--- src/rtl/wavhp_pkg.sv ---
`default_nettype none

package wavhp_pkg;

  localparam int LIST_LIMIT_DEF = 500;

  localparam logic [31:0] TAG_RIFF = 32'h5249_4646;
  localparam logic [31:0] TAG_WAVE = 32'h5741_5645;
  localparam logic [31:0] TAG_FMT  = 32'h666D_7420;
  localparam logic [31:0] TAG_LIST = 32'h4C49_5354;
  localparam logic [31:0] TAG_DATA = 32'h6461_7461;
  localparam logic [31:0] FMT_LEN  = 32'h0000_0010;
  localparam logic [15:0] FMT_PCM  = 16'h0001;

  localparam logic [3:0] ST_OK        = 4'd0;
  localparam logic [3:0] ST_RIFF_TAG  = 4'd1;
  localparam logic [3:0] ST_RIFF_SIZE = 4'd2;
  localparam logic [3:0] ST_WAVE_TAG  = 4'd3;
  localparam logic [3:0] ST_FMT_TAG   = 4'd4;
  localparam logic [3:0] ST_FMT_SIZE  = 4'd5;
  localparam logic [3:0] ST_FORMAT    = 4'd6;
  localparam logic [3:0] ST_CHANNELS  = 4'd7;
  localparam logic [3:0] ST_BITS      = 4'd8;
  localparam logic [3:0] ST_LIST_SIZE = 4'd9;
  localparam logic [3:0] ST_DATA_TAG  = 4'd10;

  localparam int RESULT_W = 143;
  localparam int TDATA_W  = 144;

  typedef struct packed {
    logic [7:0] header_byte;
    logic       first_byte;
  } wavhp_item_t;

  // first member is the top bits: fields listed high to low
  typedef struct packed {
    logic [8:0]  header_length;
    logic [31:0] data_size;
    logic [15:0] sample_bits;
    logic [15:0] block_align;
    logic [31:0] byte_rate;
    logic [31:0] sample_rate;
    logic [1:0]  channel_count;
    logic [3:0]  status;
  } wavhp_result_t;

  function automatic logic [31:0] le_word(input logic [31:0] w);
    return {w[7:0], w[15:8], w[23:16], w[31:24]};
  endfunction

  function automatic logic [15:0] le_half(input logic [31:0] w);
    return {w[7:0], w[15:8]};
  endfunction

endpackage

`default_nettype wire

--- src/rtl/wavhp_in_stage.sv ---
`default_nettype none

module wavhp_in_stage (
  input  wire                  clk,
  input  wire                  rst,
  input  wire                  s_valid,
  output logic                 s_ready,
  input  wavhp_pkg::wavhp_item_t s_item,
  output logic                 q_valid,
  input  wire                  q_ready,
  output wavhp_pkg::wavhp_item_t q_item
);
  import wavhp_pkg::*;

  assign s_ready = !q_valid || q_ready;

  always_ff @(posedge clk) begin
    if (rst) begin
      q_valid <= 1'b0;
    end else if (s_ready) begin
      q_valid <= s_valid;
    end
    if (s_ready && s_valid) begin
      q_item <= s_item;
    end
  end

endmodule

`default_nettype wire

--- src/rtl/wavhp_core.sv ---
`default_nettype none

module wavhp_core #(
  parameter int LIST_LIMIT = wavhp_pkg::LIST_LIMIT_DEF
) (
  input  wire                    clk,
  input  wire                    rst,
  input  wire                    in_valid,
  output logic                   in_ready,
  input  wavhp_pkg::wavhp_item_t   in_item,
  input  wire  [31:0]            file_length,
  output logic                   out_valid,
  input  wire                    out_ready,
  output wavhp_pkg::wavhp_result_t out_result
);
  import wavhp_pkg::*;

  localparam int POS_W = $clog2(LIST_LIMIT + 8);
  localparam logic [31:0] LIST_SPAN = 32'(LIST_LIMIT - 44);
  localparam logic [POS_W-1:0] DATA_POS_DEF = POS_W'(36);

  logic [POS_W-1:0] pos, pos_next, pos_e;
  logic [23:0]      word_shift, word_shift_next, ws_e;
  logic             list_seen, list_seen_next, list_e;
  logic [POS_W-1:0] data_pos, data_pos_next, dp_e;
  logic             finished, finished_next, fin_e;
  logic [1:0]       cap_ch, cap_ch_next;
  logic [31:0]      cap_rate, cap_rate_next;
  logic [31:0]      cap_brate, cap_brate_next;
  logic [15:0]      cap_align, cap_align_next;
  logic [15:0]      cap_bits, cap_bits_next;

  logic        fire, emit, handled;
  logic [3:0]  st;
  logic [31:0] dsize;
  logic [8:0]  hlen;
  logic [31:0] w, lew;
  logic [15:0] h;

  assign in_ready = !out_valid || out_ready;
  assign fire     = in_valid && in_ready;

  always_comb begin
    pos_e  = in_item.first_byte ? '0 : pos;
    ws_e   = in_item.first_byte ? '0 : word_shift;
    list_e = in_item.first_byte ? 1'b0 : list_seen;
    dp_e   = in_item.first_byte ? DATA_POS_DEF : data_pos;
    fin_e  = in_item.first_byte ? 1'b0 : finished;

    w   = {ws_e, in_item.header_byte};
    lew = le_word(w);
    h   = le_half(w);

    pos_next        = pos_e;
    word_shift_next = ws_e;
    list_seen_next  = list_e;
    data_pos_next   = dp_e;
    finished_next   = fin_e;
    cap_ch_next     = in_item.first_byte ? '0 : cap_ch;
    cap_rate_next   = in_item.first_byte ? '0 : cap_rate;
    cap_brate_next  = in_item.first_byte ? '0 : cap_brate;
    cap_align_next  = in_item.first_byte ? '0 : cap_align;
    cap_bits_next   = in_item.first_byte ? '0 : cap_bits;

    emit    = 1'b0;
    handled = 1'b0;
    st      = ST_OK;
    dsize   = '0;
    hlen    = '0;

    if (!fin_e) begin
      word_shift_next = w[23:0];
      pos_next        = pos_e + POS_W'(1);
      case (pos_e)
        POS_W'(3): begin
          handled = 1'b1;
          if (w != TAG_RIFF) begin
            emit = 1'b1;
            st   = ST_RIFF_TAG;
          end
        end
        POS_W'(7): begin
          handled = 1'b1;
          if (lew + 32'd8 != file_length) begin
            emit = 1'b1;
            st   = ST_RIFF_SIZE;
          end
        end
        POS_W'(11): begin
          handled = 1'b1;
          if (w != TAG_WAVE) begin
            emit = 1'b1;
            st   = ST_WAVE_TAG;
          end
        end
        POS_W'(15): begin
          handled = 1'b1;
          if (w != TAG_FMT) begin
            emit = 1'b1;
            st   = ST_FMT_TAG;
          end
        end
        POS_W'(19): begin
          handled = 1'b1;
          if (lew != FMT_LEN) begin
            emit = 1'b1;
            st   = ST_FMT_SIZE;
          end
        end
        POS_W'(21): begin
          handled = 1'b1;
          if (h != FMT_PCM) begin
            emit = 1'b1;
            st   = ST_FORMAT;
          end
        end
        POS_W'(23): begin
          handled = 1'b1;
          if (h == 16'd1 || h == 16'd2) begin
            cap_ch_next = h[1:0];
          end else begin
            emit = 1'b1;
            st   = ST_CHANNELS;
          end
        end
        POS_W'(27): begin
          handled       = 1'b1;
          cap_rate_next = lew;
        end
        POS_W'(31): begin
          handled        = 1'b1;
          cap_brate_next = lew;
        end
        POS_W'(33): begin
          handled        = 1'b1;
          cap_align_next = h;
        end
        POS_W'(35): begin
          handled       = 1'b1;
          cap_bits_next = h;
          if (h != 16'd8 && h != 16'd16 && h != 16'd24) begin
            emit = 1'b1;
            st   = ST_BITS;
          end
        end
        POS_W'(39): begin
          if (!list_e && w == TAG_LIST) begin
            handled        = 1'b1;
            list_seen_next = 1'b1;
          end
        end
        default: ;
      endcase

      if (!handled) begin
        if (list_e && pos_e == POS_W'(43)) begin
          if (lew >= LIST_SPAN) begin
            emit = 1'b1;
            st   = ST_LIST_SIZE;
          end else begin
            data_pos_next = lew[POS_W-1:0] + POS_W'(44);
          end
        end else if (pos_e == dp_e + POS_W'(3)) begin
          if (w != TAG_DATA) begin
            emit = 1'b1;
            st   = ST_DATA_TAG;
          end
        end else if (pos_e == dp_e + POS_W'(7)) begin
          emit  = 1'b1;
          st    = ST_OK;
          dsize = lew;
          hlen  = 9'(32'(dp_e) + 32'd8);
        end
      end

      if (emit) begin
        finished_next = 1'b1;
      end
    end
  end

  always_ff @(posedge clk) begin
    if (rst) begin
      pos        <= '0;
      word_shift <= '0;
      list_seen  <= 1'b0;
      data_pos   <= DATA_POS_DEF;
      finished   <= 1'b1;
      cap_ch     <= '0;
      cap_rate   <= '0;
      cap_brate  <= '0;
      cap_align  <= '0;
      cap_bits   <= '0;
      out_valid  <= 1'b0;
    end else begin
      if (fire) begin
        pos        <= pos_next;
        word_shift <= word_shift_next;
        list_seen  <= list_seen_next;
        data_pos   <= data_pos_next;
        finished   <= finished_next;
        cap_ch     <= cap_ch_next;
        cap_rate   <= cap_rate_next;
        cap_brate  <= cap_brate_next;
        cap_align  <= cap_align_next;
        cap_bits   <= cap_bits_next;
      end
      if (in_ready) begin
        out_valid <= fire && emit;
      end
    end
    if (fire && emit) begin
      out_result.status        <= st;
      out_result.channel_count <= cap_ch_next;
      out_result.sample_rate   <= cap_rate_next;
      out_result.byte_rate     <= cap_brate_next;
      out_result.block_align   <= cap_align_next;
      out_result.sample_bits   <= cap_bits_next;
      out_result.data_size     <= dsize;
      out_result.header_length <= hlen;
    end
  end

  a_emit_finishes: assert property (@(posedge clk) disable iff (rst)
    fire && emit |=> finished)
    else $error("parser not finished after a result");

  a_first_restarts: assert property (@(posedge clk) disable iff (rst)
    fire && in_item.first_byte |=> !finished && pos == POS_W'(1))
    else $error("first byte did not restart the parse");

  a_err_no_data: assert property (@(posedge clk) disable iff (rst)
    out_valid && out_result.status != ST_OK |->
      out_result.data_size == '0 && out_result.header_length == '0)
    else $error("error result carries data fields");

  a_ok_channels: assert property (@(posedge clk) disable iff (rst)
    out_valid && out_result.status == ST_OK |-> out_result.channel_count != 2'd0)
    else $error("ok result without channel count");

  a_pos_bound: assert property (@(posedge clk) disable iff (rst)
    32'(pos) <= 32'(LIST_LIMIT + 7))
    else $error("byte position out of range");

endmodule

`default_nettype wire

--- src/rtl/wav_header_parser_unit.sv ---
// WAV header parser.
// Slave stream: one header byte per request in s_axis_tdata, s_axis_tuser
// high on byte 0 of a header (restarts the parse). Bytes seen before any
// first byte, or after a header's result, are dropped with no result.
// Master stream: at most one result request per header, on the first error or after
// the last data size byte; status 0 means a valid PCM header.
// cfg_wr_en/cfg_wr_data load the expected total file length; write it only
// while no header is in flight.
// Throughput: one byte per cycle while the master side does not stall. Latency:
// two register stages; a byte taken into the input register is parsed from
// there and its result is registered onto the master side when the core accepts it.
// Reset clears both stream registers, sets the file length to 0 and leaves
// the parser waiting for a first byte.
// When m_axis_tready is low with a result held, the parser stalls: the next
// byte waits in the input register and tready drops once it is full.
`default_nettype none

module wav_header_parser_unit #(
  parameter int LIST_LIMIT = wavhp_pkg::LIST_LIMIT_DEF
) (
  input  wire         clk,
  input  wire         rst,
  input  wire         s_axis_tvalid,
  output logic        s_axis_tready,
  input  wire  [7:0]  s_axis_tdata,   // [7:0] header_byte
  input  wire         s_axis_tuser,   // [0] first_byte
  output logic        m_axis_tvalid,
  input  wire         m_axis_tready,
  // [3:0] status, [5:4] channel_count, [37:6] sample_rate, [69:38] byte_rate,
  // [85:70] block_align, [101:86] sample_bits, [133:102] data_size,
  // [142:134] header_length, [143] zero
  output logic [wavhp_pkg::TDATA_W-1:0] m_axis_tdata,
  input  wire         cfg_wr_en,
  input  wire  [31:0] cfg_wr_data
);
  import wavhp_pkg::*;

  logic [31:0]   file_length;
  wavhp_item_t   s_item;
  wavhp_item_t   q_item;
  logic          q_valid;
  logic          q_ready;
  wavhp_result_t result;

  always_ff @(posedge clk) begin
    if (rst) begin
      file_length <= '0;
    end else if (cfg_wr_en) begin
      file_length <= cfg_wr_data;
    end
  end

  assign s_item.header_byte = s_axis_tdata;
  assign s_item.first_byte  = s_axis_tuser;

  wavhp_in_stage u_in (
    .clk     (clk),
    .rst     (rst),
    .s_valid (s_axis_tvalid),
    .s_ready (s_axis_tready),
    .s_item  (s_item),
    .q_valid (q_valid),
    .q_ready (q_ready),
    .q_item  (q_item)
  );

  wavhp_core #(
    .LIST_LIMIT (LIST_LIMIT)
  ) u_core (
    .clk         (clk),
    .rst         (rst),
    .in_valid    (q_valid),
    .in_ready    (q_ready),
    .in_item     (q_item),
    .file_length (file_length),
    .out_valid   (m_axis_tvalid),
    .out_ready   (m_axis_tready),
    .out_result  (result)
  );

  assign m_axis_tdata = {{(TDATA_W - RESULT_W){1'b0}}, result};

endmodule

`default_nettype wire

--- config.mk ---
export PLATFORM = sky130hd
export DESIGN_NAME = wav_header_parser_unit
export DESIGN_NICKNAME = d
export VERILOG_FILES = /design/src/rtl/wavhp_pkg.sv /design/src/rtl/wavhp_in_stage.sv /design/src/rtl/wavhp_core.sv /design/src/rtl/wav_header_parser_unit.sv
export SDC_FILE = /design/constraint.sdc
export NUM_CORES = 1
export LEC_CHECK = 0
export ABC_AREA = 1
export BUFFER_PORTS_ARGS = -buffer_cell sky130_fd_sc_hd__clkbuf_2
export CAP_MARGIN = 20
export CELL_PAD_IN_SITES_DETAIL_PLACEMENT = 2
export CELL_PAD_IN_SITES_GLOBAL_PLACEMENT = 2
export CORE_MARGIN = 2
export CORE_UTILIZATION = 30
export DETAILED_ROUTE_END_ITERATION = 7
export PLACE_DENSITY_LB_ADDON = 0.1
export SLEW_MARGIN = 20
export SYNTH_ARGS = -nofsm -noshare
export SYNTH_HDL_FRONTEND = slang
export SYNTH_SLANG_ARGS = --single-unit
--- constraint.sdc ---
create_clock -name clk -period 12.19 [get_ports clk]
set_clock_uncertainty 0.2 [all_clocks]
set_input_delay 3.657 -clock clk [delete_from_list [all_inputs] [get_ports clk]]
set_output_delay 3.657 -clock clk [all_outputs]
set_load 0.05 [all_outputs]
# After elaboration in Yosys (flattened, before gate mapping)
# Cells that the tools add are included.
# totals
ff_bits	328
input_bits	46
word_cells	141
# op_classes
n_addsub	6
n_lt_le_gt_ge	1
n_eq_ne	28
muxes	67
bitwise_logic	1
reduce_logical	15
# ops
cell	count
two-way mux 32 bit	6
inequality test 32 x 31 -> 1 bit (second input constant)	4
two-way mux 16 bit	6
two-way mux 9 bit	7
two-way mux 24 bit	2
equality test 9 x 5 -> 1 bit (second input constant)	5
equality test 9 x 6 -> 1 bit (second input constant)	4
adder 32 x 4 -> 32 bit (second input constant)	1
equality test 32 x 31 -> 1 bit (second input constant)	1
greater-or-equal comparator 32 x 9 -> 1 bit (second input constant)	1
inequality test 16 x 5 -> 1 bit (second input constant)	2
inequality test 32 bit	1
inequality test 32 x 5 -> 1 bit (second input constant)	1
case mux 4 bit (8 select lines)	1
two-way mux 4 bit	7
two-way mux 1 bit	26
equality test 9 x 4 -> 1 bit (second input constant)	2
equality test 9 bit	2
equality test 16 x 1 -> 1 bit (second input constant)	1
equality test 16 x 2 -> 1 bit (second input constant)	1
inequality test 16 x 1 -> 1 bit (second input constant)	1
inequality test 16 x 4 -> 1 bit (second input constant)	1
two-way mux 2 bit	6
two-way mux 3 bit	4
15 further kinds	25

# Depth between registers and ports, before layout
# Gate-level depths: netlist of the first run.
# logic_depth
depth_word	13
ltp_mapped	22

# Cells and area by module
# Synthesis of the first run repeated with hierarchy kept, for this count alone.
# hier_totals
hier_cells	2097
area_unflattened_um2	16305.6
# by_module_without_submodules
module	instances	cells_each	area_each_um2	seq_area_each_um2
wavhp_core	1	1877	14637.8	7156.9
wav_header_parser_unit	1	205	1350.0	640.6
wavhp_in_stage	1	15	317.8	290.3

# Worst setup path after synthesis of the first run
# Ideal clock, no wire load.
# synth_timing
kind	input to output
start	in m_axis_tready
end	out s_axis_tready
t_arrival_ns	4.117
slack_ns	4.216
path_stages	2
cell_sequence	inv_1 > nand3_1
# synth_between
elab_chain_len	2
# synth_rtl
item	line	text
start, declared	wav_header_parser_unit.sv:28	input wire m_axis_tready,
logical OR 1 bit	wavhp_core.sv:40	assign in_ready = !out_valid || out_ready;
logical OR 1 bit	wavhp_in_stage.sv:15	assign s_ready = !q_valid || q_ready;
end, declared	wav_header_parser_unit.sv:24	output logic s_axis_tready,
# Every way passes these cells.

# Worst setup path in the final report of the first run
# Same ends and word-level chain as after synthesis.

==> out/qor.yml, run 1 <==
status:
  status: "finished clean"
clock_tree:
  cts_resized: 0
  htree_levels: 2
  clk_pin_slew_ns: 0.06
  cts_root_buf: "clkbuf_16"
  clkSinkCount: 328
  cts_hold_buf: 0
  cts_setup_buffers: 0
  clock_tree.buffer_depth: 3
  cts_tree: "built"
  insertion_delay_ns: 0.57
  cts_buffers: 40
global_routing:
  grt_pass1_wl_um: 99800
  grt_max_degree: 100
  grt_use_total_pct: 23.5
  antenna_found_initial: 0
  first_global_vias: 16000
  grt-ovfl-total: 0
synthesis:
  ys_ff_latch: 328
  synthCells: 2067
  avgSynthCellArea_um2: 7.81
  ys_types: 46
  syn-num-nets: 2122
  mappedNetlistArea_um2: 16100
  yosysSeqAreaShare_pct: 50.1
  yosys_warnings: 0
flow_run:
  maxCapViolCount: 0
worst_setup_path:
  cp_max_fo: 3
  cpPeakStageDelay_ns: 0.30
  start_kind: "input pin"
  cp.required_ns: 8.33
  crit_type: "input pin to primary output"
  path_common_cell: "clkbuf_2"
  cp_cell_sequence: "clkbuf_2, inv_1, nand3_1, clkbuf_2"
  cp_data_arrival_time_ns: 4.19
  cp-end-kind: "primary output"
  slowest_stage: "clkbuf_2"
detailed_routing:
  vias: 15200
  routedWlPerCell_um: 22.5
  drtIter0Drc: 875
  totalWireLength_um: 66200
  firstDrtPassIters: 4
  ant_nets: 0
  vias_per_cell: 5.17
  drc: 0
timing:
  grt_setup_unrepaired: "false"
  setup_viol: 0
  final.setup.tns_ns: 0
  fin_crit_ns: 8.05
  worst_slew_pin_slew_ns: 0.981
  relSlewSlack_pct: 34.6
  hold_violations: 0
  fmax_mhz: 124
  drv_slew: 0
  period_share_pct: 66.0
final_layout:
  layout-drive-gt1-share_pct: 14.2
  antenna_cells: 0
  final_cell_mix: "nor2_1, nand2_1, inv_1, o21ai_0, clkbuf_2"
  fin_area_um2: 18900
  nets: 2270
  finalNonFillerCells: 2943
  final_common_cell: "nor2_1"
  syn2layout_area_growth_pct: 17.1
floorplanning:
  start_util_pct: 30.2
  fp.coreArea_um2: 53500
  die_w_um: 236
  fp-row-count: 85
  die_area_um2: 55700
  die_y_um: 236
  pin_count: 192
power:
  ir_drop_v: 0.0000738
  power_density_nw_per_um2: 137
  leakagePower_nw: 8.04
placement:
  dp.cells: 2869
  dpl.hpwl_um: 48400
  gp_congestion: 0.892
  numPortBuffers: 190
  dpl_cell_area_um2: 17700
worst_hold_path:
  worstHoldPathType: "flip-flop to flip-flop"
[flip-flops by register name, summed over array words and instances, names as in the netlist, 16 cells and up]
name and flops:
u_core.out_result 143, file_length 32, u_core.cap_brate 32, u_core.cap_rate 32, u_core.word_shift 24, u_core.cap_align 16, u_core.cap_bits 16
[power breakdown]
part | internal (W) | switching (W) | total, W
sequential | 0.00118 | 0.0000302 | 0.00121
clock | 0.000655 | 0.000493 | 0.00115
combinational | 0.0000621 | 0.000162 | 0.000225
[worst paths after layout]
check / depth (start not counted) / slack (ns) / to / start
hold / removal: 1 / 0.27 / u_core.pos[1] / u_core.pos[1]
setup reg to reg: 20 / 5.20 / u_core.out_result[113] / u_in.q_item[0]
setup / recovery: 4 / 4.14 / s_axis_tready / m_axis_tready
hold reg to reg: 1 / 0.27 / u_core.pos[1] / u_core.pos[1]
[through the flow]
stage / setup slack (ns) / total power (W) / hold WS (ns) / utilization (%)
2_1_floorplan: 4.22 / 0.00137 / 0.241 / -
3_3_place_gp: 4.15 / 0.00145 / 0.253 / 33.0
3_5_place_dp: 4.14 / 0.00146 / 0.263 / 33.0
4_1_cts: 4.13 / 0.00262 / 0.277 / 35.3
5_1_grt: 4.11 / 0.00269 / 0.298 / 35.3
6_report: 4.14 / 0.00258 / 0.273 / 35.3
[synthesized netlist by cell type, drive strengths merged]
master   instances  area (µm²)
ha               9         113
a31o             1        8.76
o32ai           36         315
o21a             2        15.0
buf             34         190
o211ai           4        30.0
nand3          164         858
clkbuf          65         244
nand3b           6        45.0
o2111ai          1        8.76
o21ai          228        1140
xor2            18         158
clkinv           2        7.51
o31ai            2        15.0
o21bai           7        52.6
nor2           357        1410
a211oi           1        7.51
dfxtp          176        3520
a221oi           6        83.8
o22ai            1        6.26
conb             1        3.75
inv            285        1070
a22oi            1        7.51
nand4           23         144
nor4             1        6.26
and3             2        12.5
nand2          328        1260
a21oi          109         546
a31oi           13        81.3
edfxtp         152        4560
xnor2            8        70.1
or2              2        12.5
nor3            22         125
[critical path, delay by kind of cell]
kind | cells | cell delay (ns)
simple gates | 1 | 0.11
buf+inv | 3 | 0.42
[metal layers]
| layer | track usage, % | wire (µm) | vias to the layer above |
|---|---|---|---|
| li1 | - | - | 7118 |
| met1 | 31.9 | 31100 | 7743 |
| met2 | 39.7 | 31400 | 289 |
| met3 | 3.17 | 2380 | 70 |
| met4 | 5.35 | 1340 | 0 |
| met5 | 0 | 0 | - |
[cells by family after synthesis]
logic type	Yosys count	synth area share [%]
buffers and inverters	386	9.36
adders and majority gates	9	0.698
and+or+nand+nor	905	24.0
DFF	328	50.1
other	1	0.0232
xor gates and xnor gates	26	1.41
AOI/OAI and AO/OA	412	14.4
[layout make-up]
cell class	count	area, µm²
clock inverters	18	141
clock buffers	56	1100
inverters	287	1080
well taps	696	871
multi-input cells	1353	6560
fillers	6184	34600
repair buffers	205	1070
flip-flops and latches	328	8090
No activity file was read; power rests on OpenSTA's default activity.
==> inputs of run 2 (changes only) <==
==> constraint.sdc (replaced) <==
create_clock -name clk -period 7.4 [get_ports clk]
set_clock_uncertainty 0.2 [all_clocks]
set_input_delay 2.22 -clock clk [delete_from_list [all_inputs] [get_ports clk]]
set_output_delay 2.22 -clock clk [all_outputs]
set_load 0.05 [all_outputs]
==> run 2 against run 1 <==
  * Power is 66% higher
  * Final cell count up 0.27%
  * Worst hold slack about the same
  * Global-route usage increased by 0.19 points
  * Critical path depth unchanged
  * Flip-flop and latch count stayed put
  * Non-clock buffer count grew 9
  * Core utilization rose by 0.18 points
  * Register-to-register slack lost 2.9 ns
  * Highest routed layer unchanged
==> out/qor.yml, run 2 (synthesis results as in run 1) <==
status:
  status: "finished clean"
clock_tree:
  cts_resized: 0
  cts_setup_buffers: 0
  insertion_delay_ns: 0.57
  cts_buffers: 40
  htree_levels: 2
  clock_tree.buffer_depth: 3
  cts_root_buf: "clkbuf_16"
  clk_pin_slew_ns: 0.05
  cts_tree: "built"
  clkSinkCount: 328
  cts_hold_buf: 0
floorplanning:
  die_y_um: 236
  start_util_pct: 30.2
  die_area_um2: 55700
  fp-row-count: 85
  die_w_um: 236
  pin_count: 192
  fp.coreArea_um2: 53500
placement:
  dpl.hpwl_um: 49200
  gp_congestion: 0.903
  numPortBuffers: 190
timing:
  final.setup.tns_ns: 0
  fmax_mhz: 193
  fin_crit_ns: 5.18
  drv_slew: 0
  hold_violations: 0
  worst_slew_pin_slew_ns: 1.04
  period_share_pct: 69.9
  grt_setup_unrepaired: "false"
  setup_viol: 0
  relSlewSlack_pct: 30.6
detailed_routing:
  ant_nets: 0
  vias_per_cell: 5.15
  firstDrtPassIters: 5
  totalWireLength_um: 66800
  routedWlPerCell_um: 22.6
  vias: 15200
  drtIter0Drc: 906
  drc: 0
final_layout:
  layout-drive-gt1-share_pct: 14.5
  final_common_cell: "nor2_1"
  fin_util_pct: 35.5
  nets: 2279
  largest_reg_flops: 143
  syn2layout_area_growth_pct: 17.7
  antenna_cells: 0
  final_cell_mix: "nor2_1, nand2_1, inv_1, o21ai_0, clkbuf_2"
  largest-register: "u_core.out_result"
power:
  power_density_nw_per_um2: 226
  ir_drop_v: 0.000133
  leakagePower_nw: 8.09
worst_setup_path:
  cp.required_ns: 4.98
  cp-end-kind: "primary output"
  crit_type: "input pin to primary output"
  start_kind: "input pin"
  cp_data_arrival_time_ns: 2.76
  cp_max_fo: 3
worst_hold_path:
  worstHoldPathType: "flip-flop to flip-flop"
flow_run:
  maxCapViolCount: 0
global_routing:
  grt_pass1_wl_um: 100000
  grt-ovfl-total: 0
  antenna_found_initial: 1
  grt_max_degree: 99
  grt_use_total_pct: 23.7
  first_global_vias: 16200
-- run 2: cell types whose count changed in the layout (fill, tap and decap cells not counted) --
| cell | before | now |
|---|---|---|
| buf_4 | 16 | 23 |
| clkinv_8 | 3 | 1 |
| clkinvlp_4 | 1 | 2 |
| inv_6 | 1 | 2 |
| buf_12 | 0 | 2 |
| clkinv_2 | 6 | 4 |
| clkbuf_1 | 12 | 19 |
| bufinv_16 | 1 | 2 |
| clkinv_1 | 10 | 3 |
-- run 2: worst paths after layout --
kind,startpoint,to,slack (ns),cells after the start
setup / recovery,m_axis_tready,s_axis_tready,2.22,4
hold / removal,file_length[2],file_length[2],0.27,2
setup reg to reg,u_in.q_item[0],u_core.out_result[134],2.30,17
hold reg to reg,file_length[2],file_length[2],0.27,2
-- run 2: final cells by class --
| type | count | area (µm²) |
|---|---|---|
| fill | 6176 | 34500 |
| sequential | 328 | 8090 |
| multi-input combinational | 1353 | 6560 |
| timing repair buffer | 214 | 1160 |
| clock buffer | 63 | 1130 |
| inverter | 287 | 1080 |
| tap | 696 | 871 |
| clock inverter | 10 | 119 |
-- run 2: per-layer routing --
metal	track usage, %	share of wire [%]
met1	32.3	47
met2	39.3	47
met3	3.42	4.0
met4	5.91	2.0
met5	0	0
-- run 2: worst max-delay path, stage by stage --
cell and delay [ns]:
clkbuf_2 0.08, inv_1 0.07, nand3_1 0.12, clkbuf_2 0.27
-- run 2: report_power, final --
group	internal (W)	switching, W	total, W
Clock	0.00112	0.000802	0.00192
Combinational	0.000105	0.000270	0.000375
Sequential	0.00195	0.0000490	0.00200
Total	0.00317	0.00112	0.00429
-- run 2: per-stage QoR --
step                instances  setup slack (ns)  power, W  hold slack [ns]  area, µm²
finish                   2951              2.22   0.00429            0.273      19000
global placement         2877              1.89   0.00239            0.250      17700
floorplan                2067             0.964   0.00226            0.241      16100
CTS                      2951              2.20   0.00435            0.281      19000
detailed placement       2878              1.77   0.00241            0.255      17800
global route             2951              1.99   0.00447            0.301      19000
==> inputs of run 3 (changes only) <==
==> constraint.sdc (replaced) <==
create_clock -name clk -period 5.16 [get_ports clk]
set_clock_uncertainty 0.2 [all_clocks]
set_input_delay 1.548 -clock clk [delete_from_list [all_inputs] [get_ports clk]]
set_output_delay 1.548 -clock clk [all_outputs]
set_load 0.05 [all_outputs]
==> run 3 against run 2 <==
  * Core utilization grew 0.061 points
  * Power is 43% higher
  * Highest routed layer is now met5
  * Critical path depth rose by 14
  * Global-route usage increased by 0.081 points
  * Critical path type is now flip-flop to flip-flop
==> out/qor.yml, run 3 (synthesis results as in run 1) <==
worst_hold_path:
  worstHoldPathType: "flip-flop to flip-flop"
worst_setup_path:
  cp_max_fo: 100
  cp-end-kind: "flip-flop"
  cpPeakStageDelay_ns: 0.46
  path_common_cell: "nand2_1"
  crit_type: "flip-flop to flip-flop"
  cp_data_arrival_time_ns: 4.41
  cp_cell_sequence: "buf_4, nor2_2, ha_1, inv_1, nor3_2, nand3_1, nand2_1, nand2_1, nor2_1, nand3_1, nor2_1, nand2_1, nand2_1, nor2_1, nand3_2, nand2_1, clkinvlp_4, buf_12"
  cp.required_ns: 5.15
  slowest_stage: "nor2_2"
  start_kind: "flip-flop"
floorplanning:
  fp-row-count: 85
  die_area_um2: 55700
  fp.coreArea_um2: 53500
  die_w_um: 236
  pin_count: 192
  start_util_pct: 30.2
  die_y_um: 236
clock_tree:
  cts_buffers: 40
  cts_hold_buf: 0
  cts_setup_buffers: 0
  htree_levels: 2
  clkSinkCount: 328
  clk_pin_slew_ns: 0.06
  cts_tree: "built"
  cts_resized: 0
  insertion_delay_ns: 0.57
  clock_tree.buffer_depth: 3
  cts_root_buf: "clkbuf_16"
timing:
  period_share_pct: 85.7
  relSlewSlack_pct: 27.4
  grt_setup_unrepaired: "false"
  fin_crit_ns: 4.42
  fmax_mhz: 226
  drv_slew: 0
  worst_slew_pin_slew_ns: 1.09
  setup_viol: 0
  hold_violations: 0
  final.setup.tns_ns: 0
final_layout:
  nets: 2286
  final_common_cell: "nor2_1"
  fin_util_pct: 35.6
  final_cell_mix: "nor2_1, nand2_1, inv_1, o21ai_0, clkbuf_2"
  largest_reg_flops: 143
  antenna_cells: 0
  syn2layout_area_growth_pct: 17.9
  layout-drive-gt1-share_pct: 15.1
  finalNonFillerCells: 2958
  largest-register: "u_core.out_result"
detailed_routing:
  vias_per_cell: 5.15
  totalWireLength_um: 67000
  vias: 15200
  routedWlPerCell_um: 22.6
  drtIter0Drc: 972
  drc: 0
  ant_nets: 0
  firstDrtPassIters: 5
power:
  ir_drop_v: 0.000189
  power_density_nw_per_um2: 322
  leakagePower_nw: 8.10
global_routing:
  grt_use_total_pct: 23.7
  grt-ovfl-total: 0
  first_global_vias: 16100
  grt_pass1_wl_um: 101000
  antenna_found_initial: 2
  grt_max_degree: 101
placement:
  dpl.hpwl_um: 49800
  numPortBuffers: 190
  dp.cells: 2885
  gp_congestion: 0.929
flow_run:
  maxCapViolCount: 0
status:
  status: "finished clean"
==> run 3: critical path, delay by kind of cell, from the launching register on <==
family        cells  cell delay, ns
fa+ha+maj         1            0.34
buf+inv           4            0.92
simple gates     13            1.98
flops             1            0.40
==> run 3: worst paths after layout <==
check | start | end | slack, ns | cells past startpoint
worst max-delay path | u_in.q_item[0] | u_core.out_result[123] | 0.74 | 18
worst min register to register | file_length[1] | file_length[1] | 0.28 | 2
worst min-delay path | file_length[1] | file_length[1] | 0.28 | 2
worst max register to register | u_in.q_item[0] | u_core.out_result[123] | 0.74 | 18
==> run 3: final cells by class <==
type	instances	area, µm²
fillers	6186	34500
flip-flops and latches	328	8090
multi-input cells	1353	6560
repair buffers	221	1200
inverters	287	1080
clock buffers	53	1060
well taps	696	871
clock inverters	20	173
==> run 3: per-layer routing <==
layer | up-vias | GRT usage [%] | part of all wire, %
met5 | - | 0 | 0.019
met4 | 2 | 6.41 | 2.5
met3 | 89 | 3.43 | 4.0
met2 | 324 | 38.9 | 47
met1 | 7671 | 32.7 | 47
li1 | 7143 | - | -
==> run 3: power by group <==
group | leakage, nW | internal, W | switching, W | total [W]
logic | 4.77 | 0.000154 | 0.000392 | 0.000546
registers | 2.73 | 0.00279 | 0.0000712 | 0.00286
clock network | 0.590 | 0.00155 | 0.00117 | 0.00272
==> run 3: per-stage QoR <==
step / worst slack (ns) / total power, W / hold WS [ns] / cell area [µm²]
after CTS: 0.668 / 0.00621 / 0.286 / 19000
after global placement: 0.849 / 0.00344 / 0.254 / 17800
after global routing: 0.404 / 0.00638 / 0.309 / 19000
final: 0.736 / 0.00613 / 0.283 / 19000
after floorplan: 0.00535 / 0.00324 / 0.241 / 16200
after detailed placement: 0.712 / 0.00346 / 0.258 / 17800
